File: config.mk
export PLATFORM = sky130hd
export DESIGN_NAME = acgf_out_fifo
export DESIGN_NICKNAME = d
export VERILOG_FILES = /design/src/assert_macros.svh /design/src/acgf_pkg.sv /design/src/acgf_out_fifo.sv
export SDC_FILE = /design/constraint.sdc
export NUM_CORES = 1
export LEC_CHECK = 0
export BUFFER_PORTS_ARGS = -buffer_cell sky130_fd_sc_hd__buf_2
export CAP_MARGIN = 15
export CORE_MARGIN = 4
export CORE_UTILIZATION = 55
export DETAILED_ROUTE_END_ITERATION = 6
export PLACE_DENSITY = 0.84
export SLEW_MARGIN = 40
export SYNTH_ARGS = -nofsm -noshare
export SYNTH_HDL_FRONTEND = slang
export SYNTH_SLANG_ARGS = --single-unit
File: constraint.sdc
create_clock -name clk_i -period 1.6 [get_ports clk_i]
set_input_delay 0.16 -clock clk_i [delete_from_list [all_inputs] [get_ports clk_i]]
set_output_delay 0.16 -clock clk_i [all_outputs]
set_load 0.02 [all_outputs]
File: src/assert_macros.svh
// Assertion macros shared by the column gap filter RTL.
`ifndef ASSERT_MACROS_SVH
`define ASSERT_MACROS_SVH

// Check that the consequent holds in the same cycle as the antecedent.
`define ACGF_ASSERT_IMP(label, clk, rst_n, ante, cons) \
  label: assert property (@(posedge clk) disable iff (!rst_n) (ante) |-> (cons)) \
    else $error("acgf assertion failed");

// Check that an expression holds at every clock edge out of reset.
`define ACGF_ASSERT_ALWAYS(label, clk, rst_n, expr) \
  label: assert property (@(posedge clk) disable iff (!rst_n) (expr)) \
    else $error("acgf assertion failed");

`endif

File: src/acgf_pkg.sv
// Package for the column gap filter: widths, codes, result type.
package acgf_pkg;

  localparam int MAX_COLUMNS  = 65536;
  localparam int COL_W        = $clog2(MAX_COLUMNS);
  localparam int CNT_W        = 13;
  localparam int CFG_W        = 13;
  localparam int CFG_IDX_W    = 2;
  localparam int RES_W        = 8;
  localparam int PROD_W       = CNT_W + CFG_W;
  localparam logic [CNT_W-1:0] CNT_MAX = {CNT_W{1'b1}};

  localparam logic [RES_W-1:0] RES_N   = 8'h4E;
  localparam logic [RES_W-1:0] RES_GAP = 8'h2D;

  localparam logic [CFG_W-1:0] SEQ_COUNT_RST = 13'd1;
  localparam logic [CFG_W-1:0] THR_NUM_RST   = 13'd1;
  localparam logic [CFG_W-1:0] THR_DEN_RST   = 13'd20;

  localparam int FIFO_DEPTH = 4;
  localparam int FIFO_PTR_W = $clog2(FIFO_DEPTH);
  localparam int FIFO_CNT_W = $clog2(FIFO_DEPTH + 1);

  typedef enum logic {
    ACT_COUNT  = 1'b0,
    ACT_FILTER = 1'b1
  } action_e;

  typedef enum logic [CFG_IDX_W-1:0] {
    REG_SEQ_COUNT = 2'd0,
    REG_THR_NUM   = 2'd1,
    REG_THR_DEN   = 2'd2
  } cfg_reg_e;

  typedef struct packed {
    logic [RES_W-1:0] kept_residue;
    logic             residue_valid;
    logic             row_done;
  } result_t;

endpackage

File: src/acgf_out_fifo.sv
// Small result queue that decouples the filter pipeline from the output stall.
module acgf_out_fifo (
  input  logic                            clk_i,
  input  logic                            rst_ni,
  input  logic                            push_i,
  input  acgf_pkg::result_t               push_data_i,
  input  logic                            pop_i,
  output acgf_pkg::result_t               head_o,
  output logic                            not_empty_o,
  output logic [acgf_pkg::FIFO_CNT_W-1:0] count_o
);

  acgf_pkg::result_t                entry_q [acgf_pkg::FIFO_DEPTH];
  logic [acgf_pkg::FIFO_PTR_W-1:0]  wr_ptr_q, wr_ptr_d;
  logic [acgf_pkg::FIFO_PTR_W-1:0]  rd_ptr_q, rd_ptr_d;
  logic [acgf_pkg::FIFO_CNT_W-1:0]  count_q, count_d;

  // Advance pointers with wrap at the last entry
  always_comb begin
    wr_ptr_d = wr_ptr_q;
    rd_ptr_d = rd_ptr_q;
    count_d  = count_q;
    if (push_i) begin
      wr_ptr_d = (wr_ptr_q == acgf_pkg::FIFO_PTR_W'(acgf_pkg::FIFO_DEPTH - 1)) ?
                 '0 : wr_ptr_q + 1'b1;
    end
    if (pop_i) begin
      rd_ptr_d = (rd_ptr_q == acgf_pkg::FIFO_PTR_W'(acgf_pkg::FIFO_DEPTH - 1)) ?
                 '0 : rd_ptr_q + 1'b1;
    end
    if (push_i && !pop_i) begin
      count_d = count_q + 1'b1;
    end else if (!push_i && pop_i) begin
      count_d = count_q - 1'b1;
    end
  end

  // Hold pointers and fill level
  always_ff @(posedge clk_i or negedge rst_ni) begin
    if (!rst_ni) begin
      wr_ptr_q <= '0;
      rd_ptr_q <= '0;
      count_q  <= '0;
    end else begin
      wr_ptr_q <= wr_ptr_d;
      rd_ptr_q <= rd_ptr_d;
      count_q  <= count_d;
    end
  end

  // Store the pushed request
  always_ff @(posedge clk_i) begin
    if (push_i) begin
      entry_q[wr_ptr_q] <= push_data_i;
    end
  end

  assign head_o      = entry_q[rd_ptr_q];
  assign not_empty_o = (count_q != '0);
  assign count_o     = count_q;

endmodule

# --- Word level (Yosys, flattened, before mapping) ---
# Memories as Yosys holds them, arrays and structs flattened.
# Index checks and enable logic that the tools add are counted.
op_classes:
  reduce_logical: 6
  addsub: 4
  n_eq_ne: 2
  n_mux: 6
ops:
  columns: ["cell", "count"]
  rows:
  - ["two-way mux 3 bit", 2]
  - ["adder 2 x 1 -> 2 bit (second input constant)", 2]
  - ["== test 2 bit (second input constant)", 2]
  - ["two-way mux 2 bit", 2]
  - ["adder 3 x 1 -> 3 bit (second input constant)", 1]
  - ["nonzero test 3 bit", 1]
  - ["subtractor 3 x 1 -> 3 bit (second input constant)", 1]
  - ["logical AND 1 bit", 2]
  - ["zero test 1 bit", 2]
  - ["two-way mux 1 bit", 2]
  - ["nonzero test 2 bit", 1]
totals:
  in_bits: 14
  mem_count: 1
  ramBits: 40
  register_bits: 7
memory_table:
  columns: ["memory", "depth", "word_bits", "read_ports", "rd_clocked_by_memory_dff", "wr", "line", "text"]
  rows:
  - ["entry_q", 4, 10, 1, 0, 1, "acgf_out_fifo.sv:13", "acgf_pkg::result_t entry_q [acgf_pkg::FIFO_DEPTH];"]

# --- Longest topological paths before layout ---
depth:
  depth_word: 4
  ltp_mapped: 7

# --- Worst setup path after synthesis ---
# No wires, ideal clock.
synth_path:
  kind: "reg-to-reg"
  from: "reg count_q (netlist bit count_o[0])"
  to: "reg count_q (netlist bit count_o[2])"
  synth_period_minus_slack_ns: 1.385
  t_arrival_ns: 1.306
  setup_time_ns: 0.080
  t_required_ns: 1.520
  path_stages_with_launch: 5
  path_buffers: 0
  path_slack_ns: 0.215
  path_cell_list: "dfrtp_1 > fa_1 > xor2_1 > nor2_1 > xor2_1"
synth_via:
  elab_chain_len: 3
  elab_cells_between_ends: 4
  classes_between: "2 x add/sub; 2 x mux"
synth_rtl:
  columns: ["element", "line", "text"]
  rows:
  - ["from (decl)", "acgf_out_fifo.sv:16", "logic [acgf_pkg::FIFO_CNT_W-1:0] count_q, count_d;"]
  - ["from (signal assigned)", "acgf_out_fifo.sv:47", "count_q <= count_d;"]
  - ["subtractor 3 x 1 -> 3 bit", "acgf_out_fifo.sv:34", "count_d = count_q - 1'b1;"]
  - ["two-way mux 3 bit", "acgf_out_fifo.sv:33", "end else if (!push_i && pop_i) begin"]
  - ["two-way mux 3 bit *", "acgf_out_fifo.sv:31", "if (push_i && !pop_i) begin"]
# Mark *: on every way between the ends. The rest lies on a longest branch, timed or not. The select of a mux whose other input is x is not followed.
# A chain may end at the register's enable or synchronous reset.

==> summary.md <==
| Metric | Value |
|---|---|
| Most Crowded Layer GR | `met2` |
| # rows | `20` |
| First-pass GRT wire length | `a little under 5 mm` |
| WP data required | `1.44 ns` |
| GR Overflow Total | `0` |
| H-tree Lvls | `2` |
| CP Capture Type | `output port` |
| Drt initial violations | `50` |
| Num CTS Buffers | `5` |
| Detailed Route WL | `approximately 3 mm` |
| WP data arrival | `1.60 ns` |
| PortBufs | `27` |
| Gpl congestion | `0.714` |
| Core area | `3130 sq um` |
| Fin Hold WS | `between 0.02 and 0.03 ns` |
| Total Routing Usage GR | `16.1%` |
| Initial antenna violation count | `0` |
| Fin crit period | `around 1.8 ns` |
| Clk sinks | `47` |
| Residual DRC | `0` |
| Num ports | `28` |
| Synth Flop Type | `edfxtp_1` |
| Worst-Skew Late Latency | `~0.34 ns` |
| Cell taking the most area after synthesis | `edfxtp_1` |
| Library cells used by synthesis | `17` |
| Most frequent cell after synthesis | `edfxtp_1` |
| DR WL/cell | `about 17 um` |
| Final number of hold-violating endpoints | `0` |
| Synth Instances | `88` |
| Root buffer cell | `clkbuf_4` |
| Hpwl dp | `2.14 mm` |
| Fmax | `about 570 MHz` |
| Met1 GRT Util | `a little under a fifth` |
| Filler cells | `184` |
| YS warnings | `0` |
| Crit-path max FO | `5` |
| Routed vias | `about 900` |
| Post-synthesis compound-gate area fraction | `less than 1%` |
| # Max-Cap Violations | `0` |
| Share of cells above drive strength 1 | `~44%` |
| Final Skew | `approximately 0.0058 ns` |
| Met2 GRT Util | `27.9%` |
| Pin count of the biggest net entering global routing | `15` |
| Pwr dens | `roughly 1700 nW/um^2` |
| FF+latch count, synth | `47` |
| Synth top cells by count | `40 x edfxtp_1, 8 x mux4_2, 7 x dfrtp_1` |
| Top cells by area, synth | `edfxtp_1 65%, mux4_2 9.7%, dfrtp_1 9.4%, ha_1 4.0%, mux4_1 2.8%` |
| Min-delay worst type | `in -> reg` |
| Die Height | `around 66 um` |
| Starting Density | `59.3%` |
| Clock buffer depth | `2` |
| Peak supply drop | `a little under 0.001 V` |
| Part of the cycle the worst path needs | `110%` |
| Post-layout nets | `153` |
| Synth async-reset ratio | `between 10% and 20%` |
| Failing checks | `negative setup slack` |
| Full die area | `around 4400 sq um` |
| Largest family of logic cells by synthesized area | `multiplexers` |
| Post-route ant nets | `0` |
| FF/Latch Area | `1380 sq um` |
| N_diodes | `0` |
| Status | `finished, violations left` |
| Simple-gate share of the synthesized area | `2.70%` |
| Fin. max-slew vios | `0` |
| Worst slew pin tran | `roughly 0.27 ns` |
| Met3 usage | `under 10%` |
| P&R area growth vs syn | `20.7%` |
| Xor and xnor area share after synthesis | `1.42%` |
| Setup Viol. Count Final | `10` |
| CP startpoint kind | `flip-flop` |
| Sequential fraction of the synthesis area | `around three quarters` |
| Setup TNS Final | `-1.34 ns` |
| CTS tree | `built` |
| Final WS setup | `-0.156 ns` |
| Mux contribution to synthesized area | `14.4%` |
| Net Count, Synth | `109` |
| Mapped cell area | `about 1900 sq um` |
| Die Span X | `approximately 66 um` |
| Clk slew on worst S/H paths | `between 0.1 and 0.15 ns` |
| Adder and majority gate portion of the synthesized area | `under 10%` |
| Max-Slew Margin vs Limit | `approximately 82%` |
| CP Class | `reg -> out` |
| RSZ-0062 raised after global routing | `true` |
| Leak | `between 0.8 and 0.9 nW` |
| Vias in the first global route | `approximately 1000` |
| 1st-pass router iterations | `4` |
| Area of the multi-input gates | `between 400 and 500 sq um` |
| Synthesized area per cell | `roughly 21 sq um` |
| Via density | `5.07` |
| Top-area cell type share of the netlist area | `about 65%` |
| Post-synth EDFFs | `40` |
-- stage by stage --
stage / worst slack [ns] / power (W) / utilization, % / std cells / cell area [sq um]
after global routing: -0.227 / 0.00412 / 71.6 / 177 / 2240
after floorplan: 0.215 / 0.00268 / - / 88 / 1860
after detailed placement: 0.0622 / 0.00314 / 66.6 / 164 / 2080
final: -0.156 / 0.00389 / 71.6 / 177 / 2240
after global placement: 0.128 / 0.00305 / 66.6 / 164 / 2080
after CTS: -0.158 / 0.00394 / 71.3 / 176 / 2230
-- sequential cells by signal, indices dropped and copies added, names as in the netlist --
register,cells
count_o,3
entry_q,40
rd_ptr_q,2
wr_ptr_q,2
-- worst max-delay path, stage by stage (launching register included) --
cell and delay, ns:
dfrtp_2 0.44, buf_6 0.16, mux4_2 0.52, buf_6 0.15
-- routing by layer --
metal  routed length [um]  share of wire, %
met4                   34               1.2
met5                    0                 0
met2                 1650                56
met1                 1130                38
met3                  116               4.0
-- final timing paths --
kind	from	to	slack (ns)	depth (start not counted)
max	rd_ptr_q[0]	head_o[9]	-0.16	3
min	push_data_i[9]	entry_q[3][9]	0.03	1
max reg2reg	count_o[0]	count_o[2]	0.23	4
min reg2reg	count_o[2]	count_o[2]	0.50	1
max in group asynchronous	rst_ni	rd_ptr_q[0]	1.24	2
min in group asynchronous	rst_ni	count_o[2]	0.18	2
-- what timing repair did --
item / CTS / global route
hold endpoints to repair: 7 / 4
setup endpoints to repair: 10 / 10
buffers inserted: 3 / 0
hold buffers: 1 / 1
gates resized for setup: 26 / 0
-- placed cells by master, fill, tap and decap left out --
cell           count
dfrtp_1            5
edfxtp_1          40
clkinv_1           1
mux4_2            10
xor2_1             2
clkbuf_1           1
buf_6             12
o21ai_0            2
buf_2             17
buf_4              8
or3_1              1
mux2_2             3
and2_1             4
fa_1               1
clkinv_2           1
dlygate4sd3_1      2
dfrtp_2            2
clkbuf_4           5
nor2_1             3
nand2_1            2
xnor2_1            1
ha_1               6
inv_1              4
-- area by class of cell --
cell class / count / area share, %
multi-input combinational: 35 / 19.7
clock inverter: 2 / 0.391
inverter: 4 / 0.670
clock buffer: 6 / 1.84
tap: 44 / 2.46
timing repair buffer: 39 / 13.4
sequential: 47 / 61.6
-- logic make-up after synthesis --
logic type / count (synthesis)
XOR/XNOR: 3
AO/OA/AOI/OAI: 2
buffers and inverters: 6
flip-flops: 47
AND/OR/NAND/NOR: 10
multiplexers: 13
adder cells (fa/ha/maj): 7
-- where the power goes --
| part | switching [W] | total (W) | internal, W |
|---|---|---|---|
| sequential | 0.000178 | 0.00178 | 0.00161 |
| combinational | 0.000752 | 0.00162 | 0.000864 |
| clock | 0.000322 | 0.000488 | 0.000166 |
(Power assumes the default switching activity.)
