`config.mk`:
```
export PLATFORM = sky130hd
export DESIGN_NAME = acgf_ram
export DESIGN_NICKNAME = d
export VERILOG_FILES = /design/src/assert_macros.svh /design/src/acgf_ram.sv
export SDC_FILE = /design/constraint.sdc
export NUM_CORES = 1
export LEC_CHECK = 0
export ABC_AREA = 1
export CAP_MARGIN = 20
export CORE_MARGIN = 4
export CORE_UTILIZATION = 35
export CTS_CLUSTER_SIZE = 10
export DETAILED_ROUTE_END_ITERATION = 8
export DONT_BUFFER_PORTS = 1
export MAX_ROUTING_LAYER = met4
export PLACE_DENSITY_LB_ADDON = 0.08
export SYNTH_ARGS = -nofsm -noshare
export SYNTH_HDL_FRONTEND = slang
export SYNTH_SLANG_ARGS = --single-unit
```
`constraint.sdc`:
```
create_clock -name clk_i -period 1.6 [get_ports clk_i]
set_input_delay 0.32 -clock clk_i [delete_from_list [all_inputs] [get_ports clk_i]]
set_output_delay 0.32 -clock clk_i [all_outputs]
set_load 0.005 [all_outputs]
```
`src/assert_macros.svh`:
```
// Assertion macros shared by the column gap filter RTL.
`ifndef ASSERT_MACROS_SVH
`define ASSERT_MACROS_SVH

// Check that the consequent holds in the same cycle as the antecedent.
`define ACGF_ASSERT_IMP(label, clk, rst_n, ante, cons) \
  label: assert property (@(posedge clk) disable iff (!rst_n) (ante) |-> (cons)) \
    else $error("acgf assertion failed");

// Check that an expression holds at every clock edge out of reset.
`define ACGF_ASSERT_ALWAYS(label, clk, rst_n, expr) \
  label: assert property (@(posedge clk) disable iff (!rst_n) (expr)) \
    else $error("acgf assertion failed");

`endif

```
`src/acgf_ram.sv`:
```
// Generic single-clock RAM with one write port and one registered read port.
module acgf_ram #(
  parameter int WIDTH = 8,
  parameter int DEPTH = 16
) (
  input  logic                     clk_i,
  input  logic                     we_i,
  input  logic [$clog2(DEPTH)-1:0] waddr_i,
  input  logic [WIDTH-1:0]         wdata_i,
  input  logic [$clog2(DEPTH)-1:0] raddr_i,
  output logic [WIDTH-1:0]         rdata_o
);

  logic [WIDTH-1:0] mem_q [DEPTH];
  logic [WIDTH-1:0] rdata_q;

  // Write and read; a read of the entry written at the same edge returns old data
  always_ff @(posedge clk_i) begin
    if (we_i) begin
      mem_q[waddr_i] <= wdata_i;
    end
    rdata_q <= mem_q[raddr_i];
  end

  assign rdata_o = rdata_q;

endmodule

```
Yosys cells after proc, flatten, opt, wreduce, memory -nomap -nowiden
Memory sizes are Yosys's and may differ from the RTL's. A register that Yosys moved wholly into a read port is not among the register bits. Index checks and enable logic that the tools add are counted.

Muxes and demuxes: 2.

Operators with widths (count): two-way mux 1 bit (2).

Register bits: 0. Memories: 1. RAM bits: 128.

Memories: mem_q (depth 16, width 8, rd ports 1, clocked after Yosys merged registers in 1, write ports 1, RTL line acgf_ram.sv:14) `logic [WIDTH-1:0] mem_q [DEPTH];`.

Logic depth before layout (Yosys ltp)
Gate-level depths: netlist (run 1).

Depth in word-level cells: 2. Mapped depth: 8. Depth with buffers taken out: 7.

Worst setup path after synthesis (run 1)
Ideal clock, no wire load.

Path kind: input to register. Start: input port waddr_i[2]. End: memory mem_q[10][0] (enable). Stages on the path: 2. Data required time: 1.230 ns. Setup time: 0.370 ns. Arrival: 0.901 ns. Setup slack: 0.329 ns. Cells stage by stage: nand3b_1 > nor2_1.

RTL lines: start: declaration (RTL line acgf_ram.sv:8) `input logic [$clog2(DEPTH)-1:0] waddr_i,`; end: declaration (RTL line acgf_ram.sv:14).

Straight into the memory's write port.

Worst setup path after layout (run 1)
Start: input port wdata_i[6]. End: memory mem_q[7][6] (data pin).

RTL lines: start: declaration (RTL line acgf_ram.sv:9) `input logic [WIDTH-1:0] wdata_i,`.

Straight into the memory's write port.

==> impl_metrics.csv, run 1 <==
group,metric,value,unit
timing,tightest_slew,0.866,ns
timing,finalCritPeriodShare,0.838,
timing,holdWs,0.0675,ns
power,irDropWorstVdd,746,uV
floorplan,pin_count,26,
cts,cts_setup_buffers,0,
grt,track_usage,0.174,
detailed_routing,dr.pass1.iters,5,
setup_path,cp-start-kind,"primary input",
grt,grt_max_degree,66,
timing,drv_slew,0,
timing,rsz0062_at_grt,"false",
job,max_cap_viol_count,0,
setup_path,endpoint_kind,"flop",
power,power_frac_seq,0.491,
cts,cts_tree,"built",
power,switchingPower,1.78,mW
detailed_routing,drt_wl_total,14.4,mm
setup_path,worstPathMaxFanout,16,
hold_path,hp-class,"primary input to flop",
timing,fmax,746,MHz
final_layout,syn2layout_area_growth,16.1,%
setup_path,cp_slowest_stage_delay,1.10,ns
timing,setup_viol,0,
setup_path,cp_data_arrival_time,1.43,ns
final_layout,nets,592,
logic_synthesis,syn_inst,551,
grt,antenna_found_initial,2,
timing,slew_headroom,0.421,
power,pwr-share-comb,0.050,
setup_path,critPathBufInv,1,
cts,cts_buffers,17,
final_layout,drive_gt1_frac,0.0869,
setup_path,r2r_end,"rdata_o[7]$_DFF_P_",
detailed_routing,routedWlPerCell,18.0,um
logic_synthesis,ys.warnings.count,0,
placed_design,dpl.hpwl,8.75,mm
power,intPower,6.39,mW
logic_synthesis,synth_top_cell_by_area,"edfxtp_1",
cts,htreeDepth,4,
floorplan,row_count,46,
setup_path,required,1.69,ns
setup_path,reg2reg_slack,0.54,ns
timing,fin_skew,0.0194,ns
cts,clockRootBuffer,"clkbuf_16",
power,pwr_density_cell,1220,nW/um^2
logic_synthesis,avgSynthCellArea,10.5,um^2
setup_path,cp_cell_sequence,"dlygate4sd3_1",
cts,clk_latency,0.43,ns
cts,cts.clk_slew.worst_paths,0.06,ns
grt,overflow,0,
floorplan,dieArea,18600,um^2
setup_path,crit_start,"wdata_i[6]",
grt,grt_pass1_vias,3764,
logic_synthesis,ys_seq_elements,136,
cts,cts_num_sinks,136,
logic_synthesis,yosys.area.top_type_share,0.667,
setup_path,r2r-start,"mem_q[8][7]$_DFFE_PP_",
setup_path,crit_path_top_delay_cell,"dlygate4sd3_1",
logic_synthesis,syn_area,5770,um^2
cts,cts_buffer_depth,2,
logic_synthesis,synthTopCellsByArea,"edfxtp_1 67%, nand2_1 11%, nand3_1 8.4%, inv_1 6.5%, dfxtp_1 2.8%",
logic_synthesis,synthArstFlopShare,0,
status,status,"finished, final reports clean",
floorplan,core,16000,um^2
power,netSwitchingFraction,0.218,
logic_synthesis,ys.flop_type,"edfxtp_1",
floorplan,initial_core_util,0.360,
placed_design,port_buffers,0,
logic_synthesis,yosysSeqAreaShare,0.694,
logic_synthesis,yosysMostFrequentCell,"nand2_1",
setup_path,critical_path_depth,1,
detailed_routing,drc,0,
detailed_routing,num_vias,3701,
detailed_routing,drtIter0Drc,403,
placed_design,routabilityCongestion,0.779,
logic_synthesis,synth_cell_types,12,
power,p_leak,2.83,nW
grt,grt_pass1_wl,22.4,mm
setup_path,cp-endpoint,"mem_q[7][6]$_DFFE_PP_",
detailed_routing,vias_per_cell,4.60,
timing,finalSetupTns,0,ns
timing,period_needed,1.34,ns
logic_synthesis,synth_edf_count,128,
setup_path,reg2reg_depth,6,
floorplan,fp.dieH,136,um
logic_synthesis,synth_fp_nets,569,
floorplan,dieWidth,136,um
setup_path,critPathKind,"primary input to flop",
logic_synthesis,synth_common_cells,"173 x nand2_1, 128 x edfxtp_1, 100 x inv_1, 97 x nand3_1, 17 x nor2_1",
power,pwr-share-clk,0.459,
setup_path,cp_top_family,"buffers and inverters",
detailed_routing,ant_nets,0,
timing,hold_viol_final,0,
## worst min path at each step
stage	startpoint	slack, ns	to	depth (start not counted)
after global placement	wdata_i[2]	0.42	mem_q[3][2]$_DFFE_PP_	0
after global routing	raddr_i[3]	0.06	rdata_o[6]$_DFF_P_	2
after detailed placement	wdata_i[1]	0.42	mem_q[3][1]$_DFFE_PP_	0
final	raddr_i[3]	0.07	rdata_o[3]$_DFF_P_	2
after floorplan	wdata_i[0]	0.42	mem_q[0][0]$_DFFE_PP_	0
after CTS	raddr_i[3]	0.06	rdata_o[3]$_DFF_P_	2
## layout make-up
cell class | count | area, um^2
fillers | 1597 | 9310
clock buffers | 19 | 433
inverters | 102 | 383
diodes | 1 | 2.50
well taps | 216 | 270
repair buffers | 28 | 255
flip-flops and latches | 136 | 4000
multi-input cells | 289 | 1210
clock inverters | 13 | 131
## through the flow
step           total power [mW]  utilization  instances  cell area [um^2]  worst slack (ns)
3_5_place_dp               4.43        0.378        763              6050             0.245
2_1_floorplan              4.36            -        551              5770             0.329
3_3_place_gp               4.42        0.378        763              6050             0.245
4_1_cts                    8.24        0.418        803              6690             0.220
6_report                   8.17        0.418        804              6690             0.260
5_1_grt                    8.46        0.418        804              6690             0.202
## cell usage in the layout, fill, tap and decap left out
| cell | n |
|---|---|
| buf_12 | 2 |
| buf_4 | 18 |
| bufinv_16 | 2 |
| clkbuf_1 | 2 |
| clkbuf_16 | 17 |
| clkinv_1 | 1 |
| clkinv_2 | 4 |
| clkinv_4 | 1 |
| clkinvlp_4 | 4 |
| dfxtp_1 | 8 |
| diode_2 | 1 |
| dlygate4sd3_1 | 8 |
| edfxtp_1 | 128 |
| inv_1 | 100 |
| inv_2 | 2 |
| inv_6 | 1 |
| nand2_1 | 173 |
| nand3_1 | 97 |
| nand3b_1 | 2 |
| nor2_1 | 17 |
## logic make-up (layout without fill, tap and decap cells)
group,Yosys count,in the layout,synth area share
buffers and inverters,126,162,0.0952
other,0,1,0
flip-flops,136,136,0.694
AND/OR/NAND/NOR,289,289,0.210
## flip-flops by register name, summed over array words and instances (netlist names)
| register | flops |
|---|---|
| rdata_o | 8 |
| mem_q | 128 |
## routing by layer
| metal | up-vias | part of all wire | routed length, um | GRT usage |
|---|---|---|---|---|
| met5 | - | 0 | 0 | - |
| met4 | 0 | 0.014 | 204 | 0.0510 |
| met3 | 14 | 0.051 | 739 | 0.0429 |
| met2 | 81 | 0.48 | 6960 | 0.273 |
| met1 | 1783 | 0.45 | 6550 | 0.224 |
| li1 | 1823 | - | - | - |
## what timing repair did
action / 4_1_cts / 5_1_grt
hold buffers: 8 / 0
hold endpoints to repair: 128 / 0
resized for setup: 0 / 0
## power groups by stage
stage | clock [mW] | sequential (mW) | combinational, mW
2_1_floorplan | 0 | 4.08 | 0.281
3_3_place_gp | 0 | 4.09 | 0.334
3_5_place_dp | 0 | 4.09 | 0.335
4_1_cts | 3.81 | 4.02 | 0.418
5_1_grt | 3.97 | 4.02 | 0.462
6_report | 3.75 | 4.01 | 0.409
(Power assumes the default switching activity.)
==> run 2, diff against run 1 <==
Clock period 1.6 ns to 1.1 ns, I/O delays scaled along.
==> run 2 against run 1 <==
The run now ends with hold timing left. Clock skew decreased by 0.012 ns. Critical path depth increased by 5. Sequential share of layout area decreased by 0.97 points. Critical path type is now flop to flop. Critical endpoint is now rdata_o[6]$_DFF_P_. Highest routed layer unchanged.
==> impl_metrics.csv, run 2 (synthesized netlist as in run 1, its figures left out) <==
group,metric,value,unit
status,status,"complete, but fails checks",
status,violations,"hold timing",
final_layout,drive_gt1_frac,0.0988,
floorplan,fp.dieH,136,um
placed_design,dpl.hpwl,8.95,mm
cts,ctsHoldBuffers,4,
placed_design,routabilityCongestion,0.797,
grt,overflow,0,
timing,holdWs,-0.107,ns
floorplan,dieWidth,136,um
timing,rsz0062_at_grt,"false",
cts,cts_buffers,17,
power,switchingPower,2.41,mW
detailed_routing,num_vias,3675,
grt,grt_max_degree,66,
detailed_routing,drc,0,
power,irDropWorstVdd,1850,uV
setup_path,cpMostUsedCell,"nand3_1",
timing,slew_headroom,0.541,
floorplan,dieArea,18600,um^2
timing,finalCritPeriodShare,0.929,
cts,clockRootBuffer,"clkbuf_16",
power,pwr_density_cell,1760,nW/um^2
final_layout,antenna-diode-count,0,
hold_path,hp-class,"primary input to flop",
cts,htreeDepth,4,
detailed_routing,ant_nets,0,
floorplan,row_count,46,
job,max_cap_viol_count,0,
setup_path,cp_slowest_stage_delay,0.35,ns
cts,cts_num_sinks,136,
timing,fmax,978,MHz
timing,tightest_slew,0.688,ns
power,p_leak,2.88,nW
floorplan,pin_count,26,
power,intPower,9.53,mW
setup_path,required,1.39,ns
cts,cts.clk_slew.worst_paths,0.06,ns
setup_path,worstPathMaxFanout,1,
detailed_routing,drt_wl_total,14.3,mm
final_layout,post-route-util,0.425,
setup_path,cp_cell_sequence,"inv_1 > nand2_1 > nand3_1 > nand3_1 > nand3_1 > nand2_1",
final_layout,syn2layout_area_growth,18.0,%
setup_path,crit_path_top_delay_cell,"edfxtp_1",
power,pwr-share-clk,0.465,
grt,grt_pass1_vias,3568,
grt,grt_pass1_wl,22.0,mm
detailed_routing,drtIter0Drc,212,
timing,period_needed,1.02,ns
setup_path,critPathKind,"flop to flop",
setup_path,cp-start-kind,"flop",
setup_path,endpoint_kind,"flop",
final_layout,final_cell_mix,"173 x nand2_1, 128 x edfxtp_1, 100 x inv_1",
detailed_routing,vias_per_cell,4.58,
power,total_power,11.9,mW
power,power_frac_seq,0.489,
timing,setup_viol,0,
setup_path,cp_data_arrival_time,1.31,ns
timing,hold_viol_final,96,
final_layout,nets,592,
detailed_routing,routedWlPerCell,17.7,um
timing,fin_skew,0.00696,ns
final_layout,regMostFlops,"mem_q",
final_layout,largest_reg_flops,128,
floorplan,core,16000,um^2
grt,antenna_found_initial,0,
final_layout,layout_commonest_cell,"nand2_1",
cts,cts_buffer_depth,2,
cts,cts_tree,"built",
floorplan,initial_core_util,0.360,
power,pwr-share-comb,0.046,
detailed_routing,dr.pass1.iters,4,
placed_design,port_buffers,0,
cts,clk_latency,0.42,ns
grt,track_usage,0.172,
timing,drv_slew,0,
power,netSwitchingFraction,0.202,
cts,cts_setup_buffers,0,
setup_path,reg2reg_slack,0.08,ns
## run 2: cell types whose count changed in the layout (fill, tap and decap cells not counted), moves of 2 or more
cell and delta:
buf_12 +7, buf_4 -3, dlygate4sd3_1 -6, nor2_2 +5, dlymetal6s4s_1 +2, clkbuf_1 +3, nand3_2 +2, nor2_1 -5
clkinvlp_4 -2, nand3_1 -2
## run 2: worst paths after layout
check	from	end	cells past startpoint
max	mem_q[1][6]$_DFFE_PP_	rdata_o[6]$_DFF_P_	6
min	wdata_i[2]	mem_q[2][2]$_DFFE_PP_	0
max reg2reg	mem_q[1][6]$_DFFE_PP_	rdata_o[6]$_DFF_P_	6
min reg2reg	mem_q[12][2]$_DFFE_PP_	rdata_o[2]$_DFF_P_	6
## run 2: cell type report
| cell class | instances | area (um^2) |
|---|---|---|
| tap | 216 | 270 |
| clock buffer | 22 | 444 |
| sequential | 136 | 4000 |
| multi-input combinational | 289 | 1240 |
| fill | 1583 | 9200 |
| timing repair buffer | 28 | 338 |
| inverter | 102 | 383 |
| clock inverter | 10 | 128 |
## run 2: worst max-delay path, delay by kind of cell, from the launching register on
kind	cells	cell delay [ns]
buffers and inverters	1	0.06
DFF	1	0.35
and+or+nand+nor	5	0.49
## run 2: per-layer routing
metal / vias up / routed length [um] / GRT usage
li1: 1821 / - / -
met4: 0 / 211 / 0.0521
met2: 63 / 6800 / 0.263
met3: 14 / 566 / 0.0529
met5: - / 0 / -
met1: 1777 / 6670 / 0.222
## run 2: power groups by stage
stage               Sequential (mW)  Combinational, mW  Clock, mW
floorplan                      5.93              0.412          0
global placement               5.95              0.528          0
detailed placement             5.95              0.525          0
CTS                            5.84              0.566       5.66
global route                   5.85              0.633       5.92
finish                         5.84              0.554       5.55
## run 2: timing repair
action | in CTS | in global routing
hold endpoints to repair | 136 | 96
endpoints found under the setup margin | 0 | 33
gates resized for setup | 0 | 4
## run 2: through the flow
step	instance area (um^2)	hold slack [ns]	TNS [ns]	setup slack, ns	std cells
after floorplan	5780	0.319	-6.08	-0.0708	551
after global placement	6180	0.321	-5.24	-0.0759	767
after detailed placement	6180	0.321	-3.28	-0.0708	767
after CTS	6790	-0.125	0	0.00829	803
after global routing	6800	-0.130	0	0.00352	803
final	6800	-0.107	0	0.0776	803
